===== src/design/assert_macros.svh =====
// Assertion macros shared by the access key table RTL.
// Included by modules that carry concurrent checks; no other dependencies.
`ifndef ASSERT_MACROS_SVH
`define ASSERT_MACROS_SVH

// Same-cycle implication, disabled while reset is asserted (active low).
`define AKMT_ASSERT_IMPL(lbl, clk, rst_n, ante, cons) \
    lbl: assert property (@(posedge clk) disable iff (!rst_n) (ante) |-> (cons)) \
        else $error("assertion failed");

// Next-cycle implication, disabled while reset is asserted (active low).
`define AKMT_ASSERT_NEXT(lbl, clk, rst_n, ante, cons) \
    lbl: assert property (@(posedge clk) disable iff (!rst_n) (ante) |=> (cons)) \
        else $error("assertion failed");

`endif


===== src/design/akmt_pkg.sv =====
// Package for the access key match table: field widths, command and status codes,
// microcode control word and the microprogram ROM. No dependencies.
`timescale 1ns / 1ps
`default_nettype none

package akmt_pkg;

    localparam int CMD_W        = 3;
    localparam int KEY_FIELD_W  = 56;
    localparam int SLOT_FIELD_W = 5;
    localparam int STATUS_W     = 2;
    localparam int S_TDATA_W    = 64;
    localparam int M_TDATA_W    = 64;
    localparam int M_PAD_W      = M_TDATA_W - 1 - STATUS_W - 1 - KEY_FIELD_W;
    localparam int DEF_SLOTS    = 16;
    localparam int DEF_KEY_BITS = 56;

    typedef enum logic [CMD_W-1:0] {
        CMD_SET_MASTER   = 3'd0,
        CMD_ADD          = 3'd1,
        CMD_CHECK        = 3'd2,
        CMD_CHECK_MASTER = 3'd3,
        CMD_REMOVE       = 3'd4,
        CMD_READ_SLOT    = 3'd5
    } t_cmd;

    typedef enum logic [STATUS_W-1:0] {
        ST_OK    = 2'd0,
        ST_FULL  = 2'd1,
        ST_RANGE = 2'd2
    } t_status;

    typedef struct packed {
        logic [M_PAD_W-1:0]     pad;
        logic [KEY_FIELD_W-1:0] entry_key;
        logic                   entry_valid;
        t_status                status;
        logic                   granted;
    } t_mres;

    typedef enum logic [2:0] {
        C_JUMP,
        C_DISPATCH,
        C_EMPTY_OR_LAST,
        C_LAST,
        C_OUT_FREE
    } t_cond;

    typedef logic [3:0] t_upc;

    localparam t_upc U_IDLE = 4'd0;
    localparam t_upc U_SETM = 4'd1;
    localparam t_upc U_ADD  = 4'd2;
    localparam t_upc U_CHK  = 4'd3;
    localparam t_upc U_REM  = 4'd4;
    localparam t_upc U_MST  = 4'd5;
    localparam t_upc U_RDS  = 4'd6;
    localparam t_upc U_TAIL = 4'd7;
    localparam t_upc U_DONE = 4'd8;

    typedef struct packed {
        logic  in_rdy;
        logic  rd;
        logic  cmp;
        logic  clr;
        logic  cap;
        logic  wr;
        logic  add;
        logic  oor_chk;
        logic  idx_inc;
        logic  done;
        t_cond cond;
        t_upc  target;
    } t_ctrl;

    typedef struct packed {
        logic accept;
        logic empty;
        logic last;
        logic out_free;
    } t_flags;

    function automatic t_ctrl ucode(input t_upc a);
        t_ctrl cw;
        cw        = '0;
        cw.cond   = C_JUMP;
        cw.target = U_IDLE;
        case (a)
            U_IDLE: begin
                cw.in_rdy = 1'b1;
                cw.cond   = C_DISPATCH;
            end
            U_SETM: begin
                cw.wr     = 1'b1;
                cw.target = U_DONE;
            end
            U_ADD: begin
                cw.add     = 1'b1;
                cw.idx_inc = 1'b1;
                cw.cond    = C_EMPTY_OR_LAST;
                cw.target  = U_DONE;
            end
            U_CHK: begin
                cw.rd      = 1'b1;
                cw.cmp     = 1'b1;
                cw.idx_inc = 1'b1;
                cw.cond    = C_LAST;
                cw.target  = U_TAIL;
            end
            U_REM: begin
                cw.rd      = 1'b1;
                cw.cmp     = 1'b1;
                cw.clr     = 1'b1;
                cw.idx_inc = 1'b1;
                cw.cond    = C_LAST;
                cw.target  = U_TAIL;
            end
            U_MST: begin
                cw.rd     = 1'b1;
                cw.cmp    = 1'b1;
                cw.target = U_TAIL;
            end
            U_RDS: begin
                cw.rd      = 1'b1;
                cw.cap     = 1'b1;
                cw.oor_chk = 1'b1;
                cw.target  = U_TAIL;
            end
            U_TAIL: begin
                cw.target = U_DONE;
            end
            U_DONE: begin
                cw.done   = 1'b1;
                cw.cond   = C_OUT_FREE;
                cw.target = U_IDLE;
            end
            default: begin
                cw.target = U_IDLE;
            end
        endcase
        return cw;
    endfunction

    function automatic t_upc dispatch(input t_cmd c);
        t_upc a;
        case (c)
            CMD_SET_MASTER:   a = U_SETM;
            CMD_ADD:          a = U_ADD;
            CMD_CHECK:        a = U_CHK;
            CMD_CHECK_MASTER: a = U_MST;
            CMD_REMOVE:       a = U_REM;
            CMD_READ_SLOT:    a = U_RDS;
            default:          a = U_DONE;
        endcase
        return a;
    endfunction

endpackage

`default_nettype wire


===== src/design/access_key_match_table.sv =====
// Access key match table: slave stream of requests, master stream of one result each.
// Request tuser = cmd; request tdata = key, slot. Result tdata = granted, status,
// entry_valid, entry_key.
// Channels: one request is taken at a time; o_s_axis_tready is high only while the
// sequencer waits for a request. Each request yields exactly one result.
// Steps from the accepting edge to the load that raises o_m_axis_tvalid:
//   check access, remove: one slot per cycle through every slot, then compare and load
//   add: one slot per cycle until an empty slot is found or the last slot is reached
//   check master, read slot: one read, then compare or capture, then load;
//   set master: one write, then load; unknown command: load only
// The next request can be taken in the cycle after the result is loaded.
// The result sits in an output register; a new request is taken while it waits.
// If the receiver stalls with a result still held, the next result waits in the
// sequencer until the register frees.
// Reset (synchronous, active low) empties every slot at once and drops any held
// result. Key store contents are not cleared; empty slots never compare.
// Depends on akmt_pkg, akmt_seq and assert_macros.svh.
`timescale 1ns / 1ps
`default_nettype none
`include "assert_macros.svh"

module access_key_match_table
    import akmt_pkg::*;
#(
    parameter int SLOTS    = DEF_SLOTS,
    parameter int KEY_BITS = DEF_KEY_BITS
) (
    input  logic                 i_clk,
    input  logic                 i_rst_n,
    input  logic                 i_s_axis_tvalid,
    output logic                 o_s_axis_tready,
    input  logic [S_TDATA_W-1:0] i_s_axis_tdata,  // key[55:0], slot[60:56], zero pad
    input  logic [CMD_W-1:0]     i_s_axis_tuser,  // cmd[2:0]
    output logic                 o_m_axis_tvalid,
    input  logic                 i_m_axis_tready,
    output logic [M_TDATA_W-1:0] o_m_axis_tdata   // granted, status, entry_valid,
                                                  // entry_key, zero pad
);

    localparam int KW = (KEY_BITS < KEY_FIELD_W) ? KEY_BITS : KEY_FIELD_W;
    localparam int SW = (SLOTS > 1) ? $clog2(SLOTS) : 1;
    localparam logic [SW-1:0] LAST_IDX = SW'(SLOTS - 1);
    localparam logic [SLOT_FIELD_W:0] SLOTS_EXT = (SLOT_FIELD_W + 1)'(SLOTS);

    t_ctrl  w_cw;
    t_flags w_flags;
    t_cmd   w_cmd;

    logic [KW-1:0]           w_key;
    logic [SLOT_FIELD_W-1:0] w_slot;
    logic                    w_s_acc;
    logic                    w_slot_oor;
    logic                    w_rd_en;
    logic                    w_wr_en;
    logic                    w_empty;
    logic                    w_last;
    logic                    w_match;
    logic                    w_out_free;
    logic                    w_load;

    logic [KW-1:0]    r_key;
    logic [SW-1:0]    r_idx;
    logic             r_oor;
    logic [KW-1:0]    r_mem [SLOTS];
    logic [KW-1:0]    r_rdata;
    logic [SLOTS-1:0] r_valid;

    logic          r_p_rd;
    logic          r_p_cmp;
    logic          r_p_clr;
    logic          r_p_cap;
    logic [SW-1:0] r_p_idx;
    logic          r_p_vbit;

    logic          r_granted;
    t_status       r_status;
    logic          r_evalid;
    logic [KW-1:0] r_ekey;

    logic  r_out_valid;
    t_mres r_out;

    assign w_cmd      = t_cmd'(i_s_axis_tuser);
    assign w_key      = i_s_axis_tdata[KW-1:0];
    assign w_slot     = i_s_axis_tdata[KEY_FIELD_W +: SLOT_FIELD_W];
    assign w_slot_oor = ({1'b0, w_slot} >= SLOTS_EXT);
    assign w_s_acc    = i_s_axis_tvalid && o_s_axis_tready;

    assign w_empty    = !r_valid[r_idx];
    assign w_last     = (r_idx == LAST_IDX);
    assign w_out_free = !r_out_valid || i_m_axis_tready;
    assign w_rd_en    = w_cw.rd && !(w_cw.oor_chk && r_oor);
    assign w_wr_en    = w_cw.wr || (w_cw.add && w_empty);
    assign w_match    = r_p_vbit && (r_rdata == r_key);
    assign w_load     = w_cw.done && w_out_free;

    always_comb begin
        w_flags.accept   = w_s_acc;
        w_flags.empty    = w_empty;
        w_flags.last     = w_last;
        w_flags.out_free = w_out_free;
    end

    akmt_seq u_seq (
        .i_clk   (i_clk),
        .i_rst_n (i_rst_n),
        .i_flags (w_flags),
        .i_cmd   (w_cmd),
        .o_ctrl  (w_cw)
    );

    // latch request
    always_ff @(posedge i_clk) begin
        if (w_s_acc) begin
            r_key <= w_key;
            r_oor <= w_slot_oor;
            if (w_cmd == CMD_READ_SLOT && !w_slot_oor) begin
                r_idx <= w_slot[SW-1:0];
            end else begin
                r_idx <= '0;
            end
        end else if (w_cw.idx_inc && !w_last) begin
            r_idx <= r_idx + 1'b1;
        end
    end

    // key store
    always_ff @(posedge i_clk) begin
        if (w_wr_en) begin
            r_mem[r_idx] <= r_key;
        end
    end

    always_ff @(posedge i_clk) begin
        if (w_rd_en) begin
            r_rdata <= r_mem[r_idx];
        end
    end

    always_ff @(posedge i_clk) begin
        if (!i_rst_n) begin
            r_valid <= '0;
        end else begin
            if (w_wr_en) begin
                r_valid[r_idx] <= 1'b1;
            end
            if (r_p_rd && r_p_clr && w_match) begin
                r_valid[r_p_idx] <= 1'b0;
            end
        end
    end

    // compare stage, in the cycle after the read
    always_ff @(posedge i_clk) begin
        if (!i_rst_n) begin
            r_p_rd <= 1'b0;
        end else begin
            r_p_rd <= w_rd_en;
        end
    end

    always_ff @(posedge i_clk) begin
        r_p_cmp  <= w_cw.cmp;
        r_p_clr  <= w_cw.clr;
        r_p_cap  <= w_cw.cap;
        r_p_idx  <= r_idx;
        r_p_vbit <= r_valid[r_idx];
    end

    // result accumulation
    always_ff @(posedge i_clk) begin
        if (w_s_acc) begin
            r_granted <= 1'b0;
            r_status  <= ST_OK;
            r_evalid  <= 1'b0;
            r_ekey    <= '0;
        end else begin
            if (r_p_rd && r_p_cmp && w_match) begin
                r_granted <= 1'b1;
            end
            if (r_p_rd && r_p_cap) begin
                r_evalid <= r_p_vbit;
                r_ekey   <= r_p_vbit ? r_rdata : '0;
            end
            if (w_cw.add && !w_empty && w_last) begin
                r_status <= ST_FULL;
            end
            if (w_cw.oor_chk && r_oor) begin
                r_status <= ST_RANGE;
            end
        end
    end

    // output register
    always_ff @(posedge i_clk) begin
        if (!i_rst_n) begin
            r_out_valid <= 1'b0;
        end else if (w_load) begin
            r_out_valid <= 1'b1;
        end else if (i_m_axis_tready) begin
            r_out_valid <= 1'b0;
        end
    end

    always_ff @(posedge i_clk) begin
        if (w_load) begin
            r_out.pad         <= '0;
            r_out.entry_key   <= KEY_FIELD_W'(r_ekey);
            r_out.entry_valid <= r_evalid;
            r_out.status      <= r_status;
            r_out.granted     <= r_granted;
        end
    end

    assign o_s_axis_tready = w_cw.in_rdy && i_rst_n;
    assign o_m_axis_tvalid = r_out_valid;
    assign o_m_axis_tdata  = r_out;

    `AKMT_ASSERT_NEXT(a_busy_after_accept, i_clk, i_rst_n, w_s_acc, !o_s_axis_tready)
    `AKMT_ASSERT_IMPL(a_load_when_free, i_clk, i_rst_n, w_load,
                      (!r_out_valid || i_m_axis_tready))
    `AKMT_ASSERT_IMPL(a_range_is_empty, i_clk, i_rst_n,
                      (r_out_valid && r_out.status == ST_RANGE),
                      ((r_out.entry_key == '0) && !r_out.entry_valid))
    `AKMT_ASSERT_IMPL(a_grant_only_ok, i_clk, i_rst_n, (r_out_valid && r_out.granted),
                      (r_out.status == ST_OK))

endmodule

`default_nettype wire


===== src/design/akmt_seq.sv =====
// Microcode sequencer: step counter, control ROM lookup and conditional jumps.
// Depends on akmt_pkg for the control word, the ROM and the dispatch table.
`timescale 1ns / 1ps
`default_nettype none

module akmt_seq
    import akmt_pkg::*;
(
    input  logic   i_clk,
    input  logic   i_rst_n,
    input  t_flags i_flags,
    input  t_cmd   i_cmd,
    output t_ctrl  o_ctrl
);

    t_upc  r_upc;
    t_upc  n_upc;
    t_ctrl w_cw;

    always_comb begin
        w_cw = ucode(r_upc);
    end

    always_comb begin
        n_upc = r_upc;
        case (w_cw.cond)
            C_JUMP:          n_upc = w_cw.target;
            C_DISPATCH:      if (i_flags.accept) n_upc = dispatch(i_cmd);
            C_EMPTY_OR_LAST: if (i_flags.empty || i_flags.last) n_upc = w_cw.target;
            C_LAST:          if (i_flags.last) n_upc = w_cw.target;
            C_OUT_FREE:      if (i_flags.out_free) n_upc = w_cw.target;
            default:         n_upc = U_IDLE;
        endcase
    end

    always_ff @(posedge i_clk) begin
        if (!i_rst_n) begin
            r_upc <= U_IDLE;
        end else begin
            r_upc <= n_upc;
        end
    end

    assign o_ctrl = w_cw;

endmodule

`default_nettype wire


===== config.mk =====
export PLATFORM = sky130hd
export DESIGN_NAME = access_key_match_table
export DESIGN_NICKNAME = d
export VERILOG_FILES = /design/src/design/akmt_pkg.sv /design/src/design/access_key_match_table.sv /design/src/design/akmt_seq.sv
export VERILOG_INCLUDE_DIRS = /design/src /design/src/design
export SDC_FILE = /design/constraint.sdc
export NUM_CORES = 1
export LEC_CHECK = 0
export BUFFER_PORTS_ARGS = -buffer_cell sky130_fd_sc_hd__buf_2
export CELL_PAD_IN_SITES_DETAIL_PLACEMENT = 1
export CELL_PAD_IN_SITES_GLOBAL_PLACEMENT = 2
export CORE_MARGIN = 2
export CORE_UTILIZATION = 30
export DETAILED_ROUTE_END_ITERATION = 16
export PLACE_DENSITY = 0.54
export SYNTH_ARGS = -nofsm -noshare
export SYNTH_HDL_FRONTEND = slang
export SYNTH_HIERARCHICAL = 1
export SYNTH_SLANG_ARGS = --single-unit

===== constraint.sdc =====
create_clock -name i_clk -period 4.5 [get_ports i_clk]
set_input_delay 0.9 -clock i_clk [delete_from_list [all_inputs] [get_ports i_clk]]
set_output_delay 0.9 -clock i_clk [all_outputs]
set_load 0.03 [all_outputs]

-- Word-level counts from Yosys, hierarchy flattened
Memories as Yosys holds them, arrays and structs flattened. A register that Yosys moved wholly into a read port is not among the register bits.
Index checks and enable logic that the tools add are counted.
- word-level logic and storage cells: 129
- memories kept: 1
- RAM bits: 896
- output and inout bits: 66
- input bits: 71
- register bits after elaboration: 211
- memories (memory ; depth ; bits a word ; rd ports ; clocked after Yosys merged registers in ; write ports ; RTL line ; source):
    r_mem ; 16 ; 56 ; 1 ; 1 ; 1 ; access_key_match_table.sv:64 ; logic [KW-1:0] r_mem [SLOTS];
- muxes and demuxes: 36
- bitwise gates (word level): 3
- equality and inequality tests: 23
- add/sub/neg operators: 1
- $lt $le $gt $ge: 5
- reduce and logical (&&, ||, !) cells: 39
- operator list (cell ; number):
    56-bit equality test ; 1
    56-bit 2-to-1 mux ; 1
    16-bit 2-to-1 mux ; 3
    4-bit 2-to-1 mux ; 7
    4-bit one-hot mux with 6 select lines ; 1
    4-bit one-hot mux with 5 select lines ; 1
    1-bit logical AND ; 18
    16-bit bitwise AND ; 1
    4-bit by 3-bit equality test with 1-bit output, second input constant ; 4
    1-bit 2-to-1 mux ; 16
    16-bit NOT ; 1
    16-bit OR ; 1
    3-bit by 2-bit equality test with 1-bit output, second input constant ; 4
    3-bit one-hot mux with 4 select lines ; 1
    4-bit by 5-bit less-than comparator with 1-bit output, second input constant ; 2
    3-bit equality test, second input constant ; 3
    3-bit OR reduction ; 3
    1-bit demux with 4-bit select ; 2
    4-bit by 2-bit equality test with 1-bit output, second input constant ; 2
    4-bit equality test, second input constant ; 2
    4-bit by 1-bit >= comparator with 1-bit output, second input constant ; 2
    4-bit one-hot mux with 2 select lines ; 1
    3-bit by 1-bit equality test with 1-bit output, second input constant ; 2
    3-bit logical NOT ; 2
    other kinds (14) ; 26

-- Longest topological paths before layout
Gate-level depths: netlist of the first run.
- depth in word-level cells: 9
- gate-level depth with buffers: 11
- gate-level depth less buffers: 9

-- Hierarchy
The synthesis of the first run kept the hierarchy.
- modules (own cells, without submodules) (module ; area each (um^2) ; seq. area each (um^2) ; instances ; cells an instance):
    access_key_match_table ; 43062.6 ; 33942.6 ; 1 ; 1945
    akmt_seq ; 467.9 ; 80.1 ; 1 ; 61

-- Worst setup path before layout of the first run
Ideal clock, no wire load.
- path kind: register to register
- from: register u_seq.r_upc[0]
- to: register u_seq.r_upc[1]
- data required time: 4.378 ns
- library setup time: 0.122 ns
- cell stages (with the launch flop): 12
- buffers on the path: 2
- clock period less this slack: 4.624 ns
- slack: -0.124 ns
- arrival: 4.503 ns
- cells stage by stage: dfxtp_1 > buf_4 > or4_4 > inv_1 > and2_1 > nand2_1 > inv_2 > clkbuf_1 > mux2i_1 > a22oi_1 > nand2_1 > o311a_1
- RTL lines (what ; RTL line ; source):
    from (decl) ; akmt_seq.sv:16 ; t_upc r_upc;
    from (signal assigned) ; akmt_seq.sv:40 ; r_upc <= n_upc;

-- Worst setup path after layout of the first run
- from: register r_idx[0]
- to: memory r_mem[8][29] (netlist bit), enable pin
- cells in the longest elaborated chain, start to end: 7
- RTL lines (what ; RTL line ; source):
    from (decl) ; access_key_match_table.sv:62 ; logic [SW-1:0] r_idx;
    from (signal assigned) ; access_key_match_table.sv:118 ; r_idx <= w_slot[SW-1:0];
    from (signal assigned) ; access_key_match_table.sv:123 ; r_idx <= r_idx + 1'b1;
    1-bit binary-select mux with 4-bit select ; access_key_match_table.sv:89 ; assign w_empty = !r_valid[r_idx];
    1-bit 2-to-1 mux (implied by the code) ; access_key_match_table.sv:89 ;
    1-bit logical NOT ; access_key_match_table.sv:89 ;
    1-bit logical AND ; access_key_match_table.sv:93 ; assign w_wr_en = w_cw.wr || (w_cw.add && w_empty);
    1-bit logical OR ; access_key_match_table.sv:93 ;
    1-bit 2-to-1 mux ; access_key_match_table.sv:129 ; if (w_wr_en) begin
    1-bit 2-to-1 mux (implied by the code) ; access_key_match_table.sv:130 ; r_mem[r_idx] <= r_key;
    to (decl) ; access_key_match_table.sv:64 ;
Several ways; a longest one is shown, not always the timed one. The select of a mux whose other input is x is not followed.

==> results of run 1 <==
## cell usage in the layout (no fill, tap or decap), types with 6 or more instances in the layout
cell type and instances:
a21oi_1 82, and2_4 17, buf_12 22, buf_2 129, buf_4 25, bufinv_16 12, clkbuf_1 27, clkbuf_16 137
clkbuf_8 7, clkinv_1 19, clkinv_2 16, dfxtp_1 89, edfxtp_1 1073, inv_1 22, inv_6 10, mux4_2 284
nand2_1 71, nand2b_1 13, nand3_1 62, nand4_1 9, nor2_1 9, nor2b_1 17, nor3_1 6, nor4_1 9
o21ai_0 15, xnor2_1 23, xor2_1 26
## per-stage QoR
stage	util (%)	hold WS, ns	std cells	setup WS, ns	cell area [um^2]
final	35.6	0.302	4220	0.995	51100
after detailed placement	32.5	0.416	3981	0.932	46800
after global routing	35.6	0.255	4220	0.747	51100
after CTS	35.6	0.233	4220	0.908	51100
after floorplan	-	0.346	2004	0.0557	43500
after global placement	32.5	0.417	3981	0.991	46800
## sequential cells by signal (all words and copies together) (netlist names), 4 cells and up
signal          count
r_mem             896
o_m_axis_tdata     60
r_idx               4
r_rdata            56
r_p_idx             4
r_ekey             56
r_key              56
u_seq/r_upc         4
r_valid            16
## path summary, 6_finish.rpt
kind	cells after the start	end	slack (ns)	start
setup / recovery	5	r_mem[8][29]	0.99	r_idx[0]
hold / removal	1	r_key[20]	0.30	i_s_axis_tdata[20]
setup reg to reg	5	r_mem[8][29]	0.99	r_idx[0]
hold reg to reg	0	o_m_axis_tdata[46]	0.43	r_ekey[42]
## metal layers
metal	global-route usage, %	vias to the layer above	wire [um]
met1	22.8	11351	53800
met5	0	-	0
li1	-	8714	-
met2	25.5	599	55700
met4	4.46	0	2380
met3	3.80	151	7020
## power by group through the flow
stage / Sequential [W] / Combinational, W / Clock (W)
floorplan: 0.0140 / 0.00449 / 0
global placement: 0.0140 / 0.00679 / 0
detailed placement: 0.0141 / 0.00685 / 0
CTS: 0.0139 / 0.00689 / 0.0110
global route: 0.0140 / 0.00718 / 0.0115
finish: 0.0139 / 0.00668 / 0.0108
## layout make-up
| type | instances | area share, % |
|---|---|---|
| timing repair buffer | 176 | 2.49 |
| inverter | 24 | 0.191 |
| tap | 1903 | 4.66 |
| sequential | 1163 | 66.5 |
| clock inverter | 68 | 1.39 |
| multi-input combinational | 715 | 17.6 |
| clock buffer | 171 | 7.09 |
==> results.ini, run 1 <==
[finish]
nFillCells = 13920
antennaDiodeCount = 0
drive_gt1_share_pct = 29.5
multi_input_area_um2 = 9020
final_nets = 2287
syn_to_final_growth_pct = 17.5
regArea_um2 = 34000

[floorplanning]
rows = 139
die_y_um = 385
die_w_um = 385
start_util_pct = 30.2
dieArea_um2 = 148000
core_area_um2 = 144000
io_pins = 137

[worst_setup_path]
crit_slowest_cell = edfxtp_1
critical_path_buf_inv_count = 1
max_stage_delay_ns = 0.85
cp_max_fo = 36
crit_family = flip-flops
cp.required_ns = 4.90
endpoint_kind = flop
worstPathCellList = mux4_2 > nand2b_1 > a211oi_1 > and2_4 > buf_12
worstPathArrival_ns = 3.91
start_kind = flop
crit_type = reg -> reg

[placed_design]
portBuffers = 129
gp_congestion = 0.742
dp_hpwl_um = 65200

[clock_tree]
clock-root-buffer = clkbuf_16
cts.clk_slew.worst_paths_ns = 0.06
ctsHoldBuffers = 0
clock_sinks = 1163
worstSkewPairLatency_ns = 0.77
numCtsBuffers = 132
post_cts_buffers = 0
cts_buffer_depth = 3
cts_tree = yes
cts-resized-gates = 0
cts_max_level = 4

[routing]
vias = 20815
drt_pass1_iterations = 7
drcViolationCount = 0
drt-initial-drc-count = 1837
ant_nets = 0
vias_per_cell = 4.93
routed_wl_um = 119000
routedWlPerCell_um = 28.2

[global_route]
antenna_found_initial = 7
grt_max_degree = 126
grt_pass1_vias = 22711
grt_use_total_pct = 16.3
overflow = 0
grt_first_pass_wirelength_um = 170000

[sta]
final_hold_viol_count = 0
rsz0062_at_grt = no
fin_crit_ns = 3.51
clock_skew_ns = 0.0326
setup_violations = 0
fmax_mhz = 285
maxSlewHeadroom_pct = 24.6
drv_slew = 0
totalNegativeSetupSlack_ns = 0
post-route-period-util_pct = 77.9
tightest_slew_ns = 1.13

[logic_synthesis]
syn_area_per_cell_um2 = 21.7
synth_area_um2 = 43500
synthCells = 2001
yosysWarningCount = 6

[power_and_ir_drop]
p_int_w = 0.0226
finalPower_w = 0.0313
comb_power_share_pct = 21.3
switching_share_pct = 27.9
clockPowerShare_pct = 34.4
powerDensity_nw_per_um2 = 612
seqPwrFrac_pct = 44.3
p_leak_nw = 16.1
switchingPower_w = 0.00873
vdd_ir_drop_max_v = 0.000422

[flow_run]
cap_violations = 0

[worst_hold_path]
hp-class = in -> reg

[status]
status = finished clean

(Power assumes the default switching activity.)
==> run 2, diff against run 1 <==
--- a/config.mk
+++ b/config.mk
@@ -12,7 +12,7 @@
 export CORE_MARGIN = 2
 export CORE_UTILIZATION = 30
 export DETAILED_ROUTE_END_ITERATION = 16
-export PLACE_DENSITY = 0.54
+export PLACE_DENSITY = 0.53
 export SYNTH_ARGS = -nofsm -noshare
 export SYNTH_HDL_FRONTEND = slang
 export SYNTH_HIERARCHICAL = 1
==> constraint.sdc (replaced) <==
create_clock -name i_clk -period 3.58 [get_ports i_clk]
set_input_delay 0.716 -clock i_clk [delete_from_list [all_inputs] [get_ports i_clk]]
set_output_delay 0.716 -clock i_clk [all_outputs]
set_load 0.03 [all_outputs]
==> results.ini, run 2 (same netlist as run 1, synthesis figures left out) <==
[clock_tree]
clock_sinks = 1163
ctsHoldBuffers = 0
cts_tree = yes
numCtsBuffers = 132
post_cts_buffers = 0
cts_max_level = 4
cts_buffer_depth = 3
cts-resized-gates = 0
clock-root-buffer = clkbuf_16
worstSkewPairLatency_ns = 0.79
cts.clk_slew.worst_paths_ns = 0.06

[finish]
drive_gt1_share_pct = 30.9
largest_reg_flops = 896
regMostFlops = r_mem
final_common_cell = edfxtp_1
layout_common_cells = 1073 x edfxtp_1, 284 x mux4_2, 133 x clkbuf_16, 129 x buf_2, 89 x dfxtp_1
finish.utilization_pct = 35.9
final_nets = 2334
syn_to_final_growth_pct = 18.8
nFillCells = 13880
fin_area_um2 = 51700
antennaDiodeCount = 0

[power_and_ir_drop]
p_leak_nw = 16.4
clockPowerShare_pct = 34.1
switching_share_pct = 28.2
switchingPower_w = 0.0111
comb_power_share_pct = 22.0
seqPwrFrac_pct = 43.9
powerDensity_nw_per_um2 = 763
finalPower_w = 0.0394
vdd_ir_drop_max_v = 0.000636
p_int_w = 0.0283

[floorplanning]
die_w_um = 385
die_y_um = 385
start_util_pct = 30.2
core_area_um2 = 144000
dieArea_um2 = 148000
rows = 139
io_pins = 137

[sta]
tightest_slew_ns = 0.992
drv_slew = 0
fmax_mhz = 325
setup_violations = 0
rsz0062_at_grt = no
final_hold_viol_count = 0
fin_crit_ns = 3.08
clock_skew_ns = 0.0445
maxSlewHeadroom_pct = 33.9
post-route-period-util_pct = 86.0

[worst_setup_path]
start_kind = flop
cp.required_ns = 4.29
r2r_slack_ns = 0.50
crit_slowest_cell = edfxtp_1
max_stage_delay_ns = 0.69
r2r_end = r_valid[0]
reg2regPathDepth = 7
cp-endpoint = r_valid[0]
cp_max_fo = 18
crit_start = r_idx[1]
worstPathArrival_ns = 3.79
reg2reg_from = r_idx[1]
crit_type = reg -> reg
endpoint_kind = flop
worstPathCellList = mux4_2 > nand2b_1 > a211oi_1 > and2_4 > buf_12 > o21ai_0 > a21oi_1

[routing]
drt_pass1_iterations = 5
vias_per_cell = 4.93
drcViolationCount = 0
routedWlPerCell_um = 28.1
drt-initial-drc-count = 1885
routed_wl_um = 120000
vias = 21061
ant_nets = 0

[global_route]
overflow = 0
grt_max_degree = 137
antenna_found_initial = 5
grt_use_total_pct = 16.4
grt_pass1_vias = 22638
grt_first_pass_wirelength_um = 171000

[placed_design]
place_area_um2 = 47400
portBuffers = 129
dp_hpwl_um = 67700
gp_congestion = 0.734

[worst_hold_path]
hp-class = in -> reg

[flow_run]
cap_violations = 0

[status]
status = finished clean

[run 2: power by group through the flow]
stage | combinational [W] | sequential, W | clock, W
after floorplan | 0.00565 | 0.0176 | 0
after global placement | 0.00885 | 0.0175 | 0
after detailed placement | 0.00893 | 0.0176 | 0
after CTS | 0.00897 | 0.0173 | 0.0138
after global routing | 0.00933 | 0.0174 | 0.0143
final | 0.00868 | 0.0173 | 0.0134
[run 2: cell type report]
class	instances	area, um^2	area share (%)
Tap cell	1903	2380	4.61
Inverter	24	97.6	0.189
Timing Repair Buffer	223	1850	3.58
Multi-Input combinational cell	715	9020	17.5
Clock buffer	167	3500	6.76
Clock inverter	77	810	1.57
Sequential cell	1163	34000	65.8
[run 2: worst max-delay path, delay by kind of cell, from the launching register on]
kind | cells | cell delay [ns]
flip-flops | 1 | 0.69
multiplexers | 1 | 0.44
AND/OR/NAND/NOR | 2 | 0.71
buffers and inverters | 1 | 0.26
AO/OA/AOI/OAI | 3 | 0.86
[run 2: per-layer routing]
metal	global-route usage (%)	vias up	routed length, um	part of all wire [%]
li1	-	8823	-	-
met1	23.2	11547	54900	46
met2	26.0	519	57000	48
met3	3.16	172	5390	4.5
met4	4.48	0	2610	2.2
met5	0	-	0	0
[run 2: worst min-delay path by stage]
stage	startpoint	endpoint	slack, ns	cells past startpoint
3_3_place_gp	r_ekey[8]	o_m_axis_tdata[12]	0.42	0
4_1_cts	i_s_axis_tdata[51]	r_key[51]	0.04	1
6_report	i_s_axis_tdata[51]	r_key[51]	0.11	1
3_5_place_dp	r_ekey[12]	o_m_axis_tdata[16]	0.42	0
5_1_grt	i_s_axis_tdata[51]	r_key[51]	0.06	1
2_1_floorplan	r_idx[2]	r_p_idx[2]	0.35	0
[run 2: per-stage QoR]
step | std cells | hold slack [ns] | setup WS [ns] | TNS, ns
floorplan | 2004 | 0.346 | -0.0381 | -0.0381
global placement | 4028 | 0.418 | 0.568 | 0
detailed placement | 4028 | 0.416 | 0.530 | 0
CTS | 4272 | 0.0441 | 0.451 | 0
global route | 4272 | 0.0633 | 0.278 | 0
finish | 4272 | 0.114 | 0.502 | 0
==> run 3, diff against run 2 <==
--- a/config.mk
+++ b/config.mk
@@ -9,10 +9,11 @@
 export BUFFER_PORTS_ARGS = -buffer_cell sky130_fd_sc_hd__buf_2
 export CELL_PAD_IN_SITES_DETAIL_PLACEMENT = 1
 export CELL_PAD_IN_SITES_GLOBAL_PLACEMENT = 2
-export CORE_MARGIN = 2
+export CORE_MARGIN = 5
 export CORE_UTILIZATION = 30
 export DETAILED_ROUTE_END_ITERATION = 16
 export PLACE_DENSITY = 0.53
+export RECOVER_POWER = 50
 export SYNTH_ARGS = -nofsm -noshare
 export SYNTH_HDL_FRONTEND = slang
 export SYNTH_HIERARCHICAL = 1
==> results.ini, run 3 (same netlist as run 1, synthesis figures left out) <==
[status]
status = finished, violations left
violations = max-capacitance violations, max-slew violations

[floorplanning]
rows = 139
io_pins = 137
die_y_um = 391
die_w_um = 391
dieArea_um2 = 153000
start_util_pct = 30.2
core_area_um2 = 144000

[finish]
layout_common_cells = 1073 x edfxtp_1, 284 x mux4_2, 140 x clkbuf_16, 119 x clkbuf_1, 89 x dfxtp_1
regMostFlops = r_mem
finish.utilization_pct = 35.9
drive_gt1_share_pct = 26.8
multi_input_area_um2 = 9010
largest_reg_flops = 896
final_nets = 2331
final_common_cell = edfxtp_1
syn_to_final_growth_pct = 18.6
regArea_um2 = 34000
nFillCells = 13907

[sta]
clock_skew_ns = 0.0311
final_hold_viol_count = 0
post-route-period-util_pct = 91.9
drv_slew = 25
totalNegativeSetupSlack_ns = 0
setup_violations = 0
maxSlewHeadroom_pct = -78.5
fin_crit_ns = 3.29
rsz0062_at_grt = no
tightest_slew_ns = 2.68
fmax_mhz = 304
holdWs_ns = 0.124

[worst_setup_path]
worstPathArrival_ns = 3.75
cp_max_fo = 24
crit_type = reg -> reg
endpoint_kind = flop
start_kind = flop
cp.required_ns = 4.04

[clock_tree]
ctsHoldBuffers = 0
clock_sinks = 1163
cts_buffer_depth = 3
numCtsBuffers = 134
cts-resized-gates = 0
worstSkewPairLatency_ns = 0.77
clock-root-buffer = clkbuf_16
post_cts_buffers = 0
cts_max_level = 4
cts_tree = yes
cts.clk_slew.worst_paths_ns = 0.06

[global_route]
overflow = 0
antenna_found_initial = 5
grt_pass1_vias = 22664
grt_use_total_pct = 15.9
grt_max_degree = 115
grt_first_pass_wirelength_um = 172000

[placed_design]
gp_congestion = 0.742
dp_hpwl_um = 66800
portBuffers = 129

[routing]
vias_per_cell = 4.91
ant_nets = 0
drcViolationCount = 0
drt-initial-drc-count = 1629
routed_wl_um = 121000
drt_pass1_iterations = 4
vias = 20962
routedWlPerCell_um = 28.4

[worst_hold_path]
hp-class = in -> reg

[power_and_ir_drop]
finalPower_w = 0.0396
p_leak_nw = 16.1
powerDensity_nw_per_um2 = 768
vdd_ir_drop_max_v = 0.000589

[flow_run]
cap_violations = 1

-- run 3: cell types whose count changed in the layout (fill, tap and decap cells not counted), sizes merged --
cell and change:
clkinv -3, inv -3, buf -101, clkinvlp +2, clkbuf +102, diode +1
-- run 3: layout make-up --
type | instances | share of cell area (%)
clock inverters | 73 | 1.35
well taps | 1903 | 4.61
repair buffers | 218 | 3.22
inverters | 24 | 0.189
flip-flops and latches | 1163 | 65.9
clock buffers | 173 | 7.22
multi-input cells | 715 | 17.5
diodes | 1 | 0.00485
-- run 3: power by group --
group	switching (W)	total (W)	internal (W)
logic	0.00473	0.00859	0.00386
registers	0.000822	0.0173	0.0165
clock network	0.00554	0.0137	0.00815
total	0.0111	0.0396	0.0285
-- run 3: per-stage QoR --
stage,worst slack [ns],instance area [um^2],instances
global route,0.162,51600,4269
floorplan,-0.0381,43500,2004
detailed placement,0.431,47400,4023
global placement,0.462,47400,4023
CTS,0.442,51800,4269
finish,0.291,51600,4270
-- run 3: path summary, 6_finish.rpt --
check / start / slack, ns / depth (start not counted) / end
setup / recovery: r_idx[2] / 0.29 / 2 / r_rdata[14]
hold / removal: i_s_axis_tdata[4] / 0.12 / 1 / r_key[4]
setup reg to reg: r_idx[2] / 0.29 / 2 / r_rdata[14]
hold reg to reg: r_ekey[38] / 0.42 / 0 / o_m_axis_tdata[42]
-- run 3: metal layers --
layer  part of all wire (%)  up-vias  global-route usage (%)
li1                       -     8813                       -
met1                     46    11474                    22.2
met3                    4.7      170                    3.30
met2                     47      505                    25.4
met5                      0        -                       0
met4                    2.3        0                    4.29
-- run 3: critical path, stage by stage, from the launching register on --
cell      delay, ns
edfxtp_1       0.52
clkbuf_1       1.93
mux4_2         0.49
